## src/rtl/core/pkbd_pkg.sv

```systemverilog
// Package for the per-key burst detector: sizes, codes and shared types.
`timescale 1ns / 1ps
package pkbd_pkg;

	localparam int TABLE_ENTRIES = 64;
	localparam int KEY_BITS      = 22;
	localparam int IDX_BITS      = $clog2(TABLE_ENTRIES);
	localparam int FILL_BITS     = $clog2(TABLE_ENTRIES + 1);
	localparam int TIME_BITS     = 32;
	localparam int WINDOW_BITS   = 16;
	localparam int COUNT_BITS    = 8;
	localparam int CFG_IDX_BITS  = 1;
	localparam int CFG_DATA_BITS = 16;

	localparam logic [CFG_IDX_BITS-1:0] REG_WINDOW    = 1'b0;
	localparam logic [CFG_IDX_BITS-1:0] REG_THRESHOLD = 1'b1;

	localparam logic [WINDOW_BITS-1:0] WINDOW_RESET    = 16'd5;
	localparam logic [COUNT_BITS-1:0]  THRESHOLD_RESET = 8'd3;
	localparam logic [COUNT_BITS-1:0]  COUNT_MAX       = 8'hFF;

	typedef struct packed {
		logic [KEY_BITS-1:0]   key;
		logic [TIME_BITS-1:0]  start;
		logic [COUNT_BITS-1:0] count;
		logic                  mark;
	} entry_t;

	typedef enum logic [1:0] {
		ST_IDLE,
		ST_READ,
		ST_CHECK,
		ST_WRITE
	} state_t;

	// controller -> datapath
	typedef struct packed {
		logic load;   // latch a new request
		logic rd;     // read entry at scan index
		logic check;  // evaluate read entry
		logic step;   // advance scan index
		logic wr;     // write back and post result
	} cmd_t;

	// datapath -> controller
	typedef struct packed {
		logic hit;
		logic last;
		logic empty;
	} status_t;

endpackage

```

## src/rtl/core/pkbd_ctrl.sv

```systemverilog
// Controller state machine for the per-key burst detector.
`timescale 1ns / 1ps
module pkbd_ctrl
	import pkbd_pkg::*;
(
	input  logic    clk,
	input  logic    arst_n,
	input  logic    start,
	input  status_t status,
	output cmd_t    cmd,
	output logic    busy
);

	state_t state_q, state_nxt;

	always_ff @(posedge clk or negedge arst_n) begin
		if (!arst_n) begin
			state_q <= ST_IDLE;
		end else begin
			state_q <= state_nxt;
		end
	end

	always_comb begin
		state_nxt = state_q;
		case (state_q)
			ST_IDLE: begin
				if (start) begin
					state_nxt = status.empty ? ST_WRITE : ST_READ;
				end
			end
			ST_READ: begin
				state_nxt = ST_CHECK;
			end
			ST_CHECK: begin
				if (status.hit || status.last) begin
					state_nxt = ST_WRITE;
				end else begin
					state_nxt = ST_READ;
				end
			end
			ST_WRITE: begin
				state_nxt = ST_IDLE;
			end
			default: begin
				state_nxt = ST_IDLE;
			end
		endcase
	end

	always_comb begin
		cmd  = '0;
		busy = 1'b1;
		case (state_q)
			ST_IDLE: begin
				busy     = 1'b0;
				cmd.load = start;
			end
			ST_READ: begin
				cmd.rd = 1'b1;
			end
			ST_CHECK: begin
				cmd.check = 1'b1;
				cmd.step  = !(status.hit || status.last);
			end
			ST_WRITE: begin
				cmd.wr = 1'b1;
			end
			default: begin
				busy = 1'b1;
			end
		endcase
	end

endmodule

```

## src/rtl/core/pkbd_datapath.sv

```systemverilog
// Datapath: entry table, scan index, oldest-entry tracker, config registers and result.
`timescale 1ns / 1ps
module pkbd_datapath
	import pkbd_pkg::*;
(
	input  logic                     clk,
	input  logic                     arst_n,
	input  cmd_t                     cmd,
	output status_t                  status,
	input  logic [KEY_BITS-1:0]      event_key,
	input  logic [TIME_BITS-1:0]     current_time,
	input  logic                     cfg_we,
	input  logic [CFG_IDX_BITS-1:0]  cfg_index,
	input  logic [CFG_DATA_BITS-1:0] cfg_data,
	output logic                     done,
	output logic                     alarm
);

	entry_t mem [TABLE_ENTRIES];

	logic [WINDOW_BITS-1:0] window_q;
	logic [COUNT_BITS-1:0]  threshold_q;
	logic [FILL_BITS-1:0]   fill_q;
	logic [IDX_BITS-1:0]    idx_q;
	logic [IDX_BITS-1:0]    oldest_idx_q;
	logic [TIME_BITS-1:0]   oldest_start_q;
	logic                   hit_q;
	logic [KEY_BITS-1:0]    key_q;
	logic [TIME_BITS-1:0]   now_q;
	entry_t                 rd_q;
	logic                   done_q;
	logic                   alarm_q;

	logic                   full;
	logic                   key_match;
	logic [TIME_BITS-1:0]   age;
	logic                   in_window;
	logic [COUNT_BITS-1:0]  count_inc;
	logic                   raise;
	logic [IDX_BITS-1:0]    wr_slot;
	entry_t                 wr_entry;

	assign full      = (fill_q == FILL_BITS'(TABLE_ENTRIES));
	assign key_match = (rd_q.key == key_q);

	assign status.hit   = key_match;
	assign status.last  = ({1'b0, idx_q} == FILL_BITS'(fill_q - 1'b1));
	assign status.empty = (fill_q == '0);

	assign age       = now_q - rd_q.start;
	assign in_window = (age <= {{(TIME_BITS-WINDOW_BITS){1'b0}}, window_q});
	assign count_inc = (rd_q.count == COUNT_MAX) ? COUNT_MAX : rd_q.count + 1'b1;
	assign raise     = hit_q && in_window && (count_inc >= threshold_q) && !rd_q.mark;

	always_comb begin
		wr_entry.key   = key_q;
		wr_entry.start = now_q;
		wr_entry.count = COUNT_BITS'(1);
		wr_entry.mark  = 1'b0;
		if (hit_q) begin
			wr_slot = idx_q;
			if (in_window) begin
				wr_entry.start = rd_q.start;
				wr_entry.count = count_inc;
				wr_entry.mark  = rd_q.mark | raise;
			end
		end else if (full) begin
			wr_slot = oldest_idx_q;
		end else begin
			wr_slot = fill_q[IDX_BITS-1:0];
		end
	end

	always_ff @(posedge clk) begin
		if (cmd.wr) begin
			mem[wr_slot] <= wr_entry;
		end
		if (cmd.rd) begin
			rd_q <= mem[idx_q];
		end
	end

	always_ff @(posedge clk) begin
		if (cmd.load) begin
			key_q <= event_key;
			now_q <= current_time;
		end
		// strict less-than keeps the lowest index on ties
		if (cmd.check && ((idx_q == '0) || (rd_q.start < oldest_start_q))) begin
			oldest_idx_q   <= idx_q;
			oldest_start_q <= rd_q.start;
		end
		if (cmd.wr) begin
			alarm_q <= raise;
		end
	end

	always_ff @(posedge clk or negedge arst_n) begin
		if (!arst_n) begin
			window_q    <= WINDOW_RESET;
			threshold_q <= THRESHOLD_RESET;
			fill_q      <= '0;
			idx_q       <= '0;
			hit_q       <= 1'b0;
			done_q      <= 1'b0;
		end else begin
			if (cfg_we) begin
				case (cfg_index)
					REG_WINDOW:    window_q    <= cfg_data;
					REG_THRESHOLD: threshold_q <= cfg_data[COUNT_BITS-1:0];
					default:       ;
				endcase
			end
			if (cmd.load) begin
				idx_q <= '0;
				hit_q <= 1'b0;
			end else if (cmd.step) begin
				idx_q <= idx_q + 1'b1;
			end
			if (cmd.check && key_match) begin
				hit_q <= 1'b1;
			end
			if (cmd.wr && !hit_q && !full) begin
				fill_q <= fill_q + 1'b1;
			end
			done_q <= cmd.wr;
		end
	end

	assign done  = done_q;
	assign alarm = alarm_q;

endmodule

```

## src/rtl/core/per_key_burst_detector.sv

```systemverilog
// Top level of the per-key burst detector: controller plus datapath.
//
//  channel   signals                          direction  accepted when
//  request   start, event_key, current_time   in         start && !busy
//  result    done, alarm                      out        done (one cycle)
//  config    cfg_we, cfg_index, cfg_data      in         cfg_we
//
// A request scans the table one entry at a time (read, then check) from index 0,
// stopping at the first key match or after the last entry in use, then writes the
// entry back: no entries are scanned on an empty table, up to 64 otherwise. The result
// strobe follows the write cycle; a new request may be taken in that same cycle.
// The single table read port is why entries are scanned one at a time.
// Reset clears the fill count and loads the register defaults; results cannot stall.
`timescale 1ns / 1ps
module per_key_burst_detector
	import pkbd_pkg::*;
(
	input  logic                     clk,
	input  logic                     arst_n,
	input  logic                     start,
	output logic                     busy,
	input  logic [KEY_BITS-1:0]      event_key,
	input  logic [TIME_BITS-1:0]     current_time,
	input  logic                     cfg_we,
	input  logic [CFG_IDX_BITS-1:0]  cfg_index,
	input  logic [CFG_DATA_BITS-1:0] cfg_data,
	output logic                     done,
	output logic                     alarm
);

	cmd_t    cmd;
	status_t status;

	pkbd_ctrl u_ctrl (
		.clk    (clk),
		.arst_n (arst_n),
		.start  (start),
		.status (status),
		.cmd    (cmd),
		.busy   (busy)
	);

	pkbd_datapath u_datapath (
		.clk          (clk),
		.arst_n       (arst_n),
		.cmd          (cmd),
		.status       (status),
		.event_key    (event_key),
		.current_time (current_time),
		.cfg_we       (cfg_we),
		.cfg_index    (cfg_index),
		.cfg_data     (cfg_data),
		.done         (done),
		.alarm        (alarm)
	);

endmodule
```

## config.mk

```make
export PLATFORM = sky130hd
export DESIGN_NAME = per_key_burst_detector
export DESIGN_NICKNAME = d
export VERILOG_FILES = /design/src/rtl/core/pkbd_pkg.sv /design/src/rtl/core/pkbd_ctrl.sv /design/src/rtl/core/pkbd_datapath.sv /design/src/rtl/core/per_key_burst_detector.sv
export SDC_FILE = /design/constraint.sdc
export NUM_CORES = 2
export LEC_CHECK = 0
export BUFFER_PORTS_ARGS = -buffer_cell sky130_fd_sc_hd__buf_2
export CAP_MARGIN = 20
export CORE_UTILIZATION = 25
export DETAILED_ROUTE_END_ITERATION = 16
export PLACE_DENSITY_LB_ADDON = 0.2
export SETUP_SLACK_MARGIN = 0.05
export SLEW_MARGIN = 0
export SYNTH_ARGS = -nofsm -noshare
export SYNTH_HDL_FRONTEND = slang
export SYNTH_SLANG_ARGS = --single-unit
```

## constraint.sdc

```tcl
create_clock -name clk -period 23 [get_ports clk]
set_input_delay 4.6 -clock clk [delete_from_list [all_inputs] [get_ports clk]]
set_output_delay 4.6 -clock clk [all_outputs]
set_load 0.05 [all_outputs]
```

# == Word-level counts from Yosys, hierarchy flattened ==
# Memories as Yosys holds them, arrays and structs flattened. A register that Yosys moved wholly into a read port is not among the register bits.
# Cells that the tools add are included.
# W data, S select, Z words.
# word_totals
register_bits,134
ramBits,4032
inputBits,75
output_inout_bits,3
word_cells,71
n_memories,1
# memory_table
name,depth,word_bits,rd,rd_ports_with_merged_regs,write_ports,line_no,text
u_datapath.mem,64,63,1,1,1,pkbd_datapath.sv:19,entry_t mem [TABLE_ENTRIES];
# classes
addsub,5
order_cmp,3
n_eq_ne,8
n_mux,20
bitwise,2
reduce_logical,20
# ops
operator,n
$mux W41,2
$le A32 B16 Y1,1
$lt A32 B32 Y1,1
$sub A32 B32 Y32,1
$mux W6,4
$eq A22 B22 Y1,1
$add A8 B1 Y8 const B,1
$eq A8 B8 Y1 const B,1
$ge A8 B8 Y1,1
$mux W1,8
$mux W2,4
$mux W8,1
$pmux W2 S4,1
$add A7 B1 Y7 const B,1
$eq A6 B7 Y1,1
$eq A7 B7 Y1 const B,1
$logic_and A1 B1 Y1,7
$logic_not A7 Y1,1
$sub A7 B1 Y7 const B,1
$add A6 B1 Y6 const B,1
$logic_not A6 Y1,1
$eq A2 B2 Y1 const B,2
$logic_not A1 Y1,4
$reduce_and A2 Y1,2
7 further kinds,9

# == Logic depth before layout (Yosys ltp) ==
# logic_depth
depth_word,8
depth_mapped,20
mapped_depth_nobuf,19

# == Hierarchy ==
# Synthesis repeated with hierarchy kept, for this count alone.
# unflattened
hier_cells,6903
hier_area_um2,163947.2
# modules_own_cells
mod,instances,cells_each,area_each_um2,seq_area_each_um2
pkbd_datapath,1,6888,163830.9,126741.6
pkbd_ctrl,1,15,116.4,50.0

# == Least setup slack after synthesis ==
# OpenSTA, ideal clock, no wires.
# synth_path
path_kind,flip-flop to flip-flop
startpoint,"reg, netlist name u_datapath.rd_q[10]"
endpoint,"mem u_datapath.mem[0][5] in the netlist's numbering, data pin"
setup_time_ns,0.916
t_arrival_ns,7.669
required_time_ns,22.084
path_slack_ns,14.415
path_stages_with_launch,20
path_buffers,1
synth_period_minus_slack_ns,8.585
path_cell_list,edfxtp_1 inv_1 ha_1 nor2b_1 o31a_1 o21ai_0 nand2b_1 a21o_1 a21oi_1 xnor2_1 ha_1 nand4_1 nor4_1 nor3_1 and4b_1 nand4_1 or4_1 or4_1 buf_2 nor4b_1
# synth_rtl
item,line_no
"end, declared",pkbd_datapath.sv:19

# == Worst setup path in the final report ==
# layout_path
startpoint,reg u_ctrl.state_q[1]
endpoint,out busy
# layout_between
elab_chain_cells,2
# layout_rtl
item,line_no,text
"start, declared",pkbd_ctrl.sv:14,"state_t state_q, state_nxt;"
"start signal, assigned",pkbd_ctrl.sv:20,state_q <= state_nxt;
$logic_not A2 Y1,pkbd_ctrl.sv:54,case (state_q)
$mux W1,pkbd_ctrl.sv:54,
"end, declared",per_key_burst_detector.sv:21,"output logic busy,"
# Every way passes these cells.

==> qor.csv <==
metric,value,unit
outcome,"finished, final reports clean",
RSZ-0062 raised after global routing,no,
CTS tree,built,
min Tclk post-route,6.94,ns
reg2reg path depth,8,
die width,811,um
"most common cell after layout, fill and taps aside",edfxtp_1,
"Avg Cell Area, Syn",24.2,um2
Leakage,0.0562,uW
number of synthesized flops with an enable pin,4188,
Slew @ Worst Pin,1.19,ns
I/O Buffers,77,
Die ar.,659000,um2
Critical Path End,busy,
first-pass GRT wire length,720,mm
DR vias,77500,
"Arr. time, crit path",2.34,ns
Avg Vias per Cell,4.77,
Crit. Startpoint,u_ctrl.state_q[1],
row cnt,296,
reg2reg end,u_datapath.rd_q[25],
starting density of the core,25.2,%
clk_lat worst skew,1.06,ns
max-cap viol count,0,
Syn Nets,6934,
Final Net Count,7387,
drt initial violations,9173,
total power draw,20700,uW
CTS root buf,clkbuf_16,
"Seq/Total Area, Yosys",77.4,%
R2R Setup Slk,16.31,ns
Worst setup EP type,output port,
ys flop type,edfxtp_1,
most frequent cells in the layout,"edfxtp_1, mux4_2, clkbuf_16, buf_4, clkbuf_1",
hold crit path type,register to register,
antenna violation net count after detailed routing,0,
total grt overflow,0,
Worst setup SP type,register,
Core Footprint,651000,um2
CTS Sinks,4229,
Resized cells post-CTS,0,
IO Pins,78,
vias in the first global route,80100,
Post-Synthesis Cells,6767,
final setup violation count,0,
dpl hpwl,271,mm
final hold violations,0,
GRT Overall Usage,15.9,%
Slew HR,20.7,%
critical path class,register to output port,
post-placement cell area,177000,um2
Worst Path Required,18.40,ns
drt total wl,538,mm
VDD IR max,0.0794,mV
Clock Skew,0.0726,ns
Pwr Density,108,nW/um2
finished layout cell area,191000,um2
Seq cells post-synth,4229,
H-tree levels,5,
fraction of registers with async set/reset,0.969,%
clk buf depth,4,
Synth Cell Area,164000,um2
cts-stage hold buffer count,0,
layout cells sized above 1,31.9,%
Slew Limit Fails,0,
routability cong.,0.782,
initial antenna violation count,29,
Tcrit/Tclk final,30.2,%
Storage cell area,127000,um2
Post-route DRC,0,
largest net degree at the start of global routing,128,
"Reg clk slew, reported paths",0.07,ns
DIE HEIGHT,811,um
YS warnings,0,
routed length per instance,33.1,um
Post-CTS Setup Bufs,0,
drt pass-1 iters,6,
CP Max Fanout,8,
Multi-input gate area,35900,um2
Yosys cell types,74,
worst r2r src,u_datapath.idx_q[0],
fillers,62900,
cts bufs inserted,443,
area delta synth->final,16.5,%
max frequency,144,MHz
TNS Setup,0,ns
-- logic make-up after synthesis --
| logic type | share of synthesized area, % |
|---|---|
| AOI/OAI and AO/OA | 0.884 |
| DFF | 77.4 |
| muxes | 18.6 |
| buffers and inverters | 1.03 |
| adders and majority gates | 0.707 |
| and+or+nand+nor | 1.07 |
| xor gates and xnor gates | 0.337 |
-- metrics by stage --
stage / hold slack [ns] / util, % / instances / worst slack (ns)
6_report: 0.517 / 29.3 / 16200 / 16.06
5_1_grt: 0.547 / 29.3 / 16200 / 15.71
4_1_cts: 0.527 / 29.3 / 16200 / 15.98
3_5_place_dp: 0.511 / 27.1 / 15400 / 15.99
3_3_place_gp: 0.499 / 27.1 / 15400 / 16.06
2_1_floorplan: 0.423 / - / 6767 / 14.42
-- how the worst min path moves through the flow --
stage,start,to,slack (ns),cells after the start
floorplan,u_datapath.idx_q[2],u_datapath.oldest_idx_q[2],0.42,0
global placement,u_datapath.rd_q[9],u_datapath.oldest_start_q[0],0.50,0
detailed placement,u_datapath.threshold_q[7],u_datapath.threshold_q[7],0.51,1
CTS,u_datapath.threshold_q[7],u_datapath.threshold_q[7],0.53,1
global route,u_datapath.threshold_q[7],u_datapath.threshold_q[7],0.55,1
finish,u_datapath.threshold_q[7],u_datapath.threshold_q[7],0.52,1
-- state kept, by name, indices dropped and copies added (netlist names) --
signal,flops
u_datapath.mem,4032
u_datapath.key_q,22
u_datapath.window_q,16
u_datapath.oldest_start_q,32
u_ctrl.state_q,2
u_datapath.threshold_q,8
u_datapath.done,1
u_datapath.fill_q,7
u_datapath.hit_q,1
u_datapath.rd_q,63
u_datapath.alarm,1
u_datapath.oldest_idx_q,6
u_datapath.now_q,32
u_datapath.idx_q,6
-- power breakdown --
group,internal [uW],switching [uW]
clock,4030,3110
combinational,2100,2440
sequential,8870,146
total,15000,5700
-- cell type report --
| cell class | count | share of cell area [%] |
|---|---|---|
| Timing Repair Buffer | 338 | 1.40 |
| Multi-Input combinational cell | 2105 | 18.8 |
| Antenna cell | 7 | 0.00918 |
| Clock inverter | 257 | 1.37 |
| Clock buffer | 563 | 6.10 |
| Sequential cell | 4229 | 66.4 |
| Inverter | 103 | 0.203 |
| Tap cell | 8642 | 5.66 |
-- worst max-delay path, cell delays in order (launching register included) --
cell     delay (ns)
dfrtp_1        0.49
or2_2          0.49
buf_2          0.27
-- cell usage after synthesis, drive strengths merged (5+ instances only) --
| master | count | area share (%) |
|---|---|---|
| nor2b | 10 | 0.038 |
| xnor2 | 47 | 0.25 |
| edfxtp | 4188 | 77 |
| nor2 | 111 | 0.25 |
| nor4 | 10 | 0.042 |
| a31oi | 6 | 0.023 |
| ha | 91 | 0.70 |
| a21o | 24 | 0.11 |
| a211oi | 9 | 0.044 |
| or2 | 6 | 0.023 |
| mux2 | 42 | 0.36 |
| and2 | 6 | 0.023 |
| a21oi | 57 | 0.19 |
| o21a | 14 | 0.064 |
| mux2i | 6 | 0.037 |
| nand3 | 20 | 0.061 |
| inv | 103 | 0.24 |
| nand2 | 94 | 0.22 |
| and4 | 6 | 0.034 |
| and3 | 11 | 0.045 |
| or3 | 6 | 0.026 |
| nand2b | 14 | 0.053 |
| nor3b | 5 | 0.023 |
| nand4 | 24 | 0.095 |
| nor3 | 18 | 0.055 |
| xor2 | 16 | 0.086 |
| buf | 121 | 0.31 |
| dfrtp | 37 | 0.57 |
| or4 | 5 | 0.025 |
| o21ai | 63 | 0.19 |
| o211ai | 10 | 0.046 |
| clkbuf | 209 | 0.48 |
| mux4 | 1323 | 18 |
-- metal layers --
metal	GRT usage, %	vias to the layer above	part of all wire (%)	wire length [um]
li1	-	30200	-	-
met1	21.8	44200	43	234000
met2	27.1	2477	50	266000
met3	1.94	656	4.7	25000
met4	3.56	2	2.3	12400
met5	0	-	0.0024	13
No activity file was read; power rests on OpenSTA's default activity.
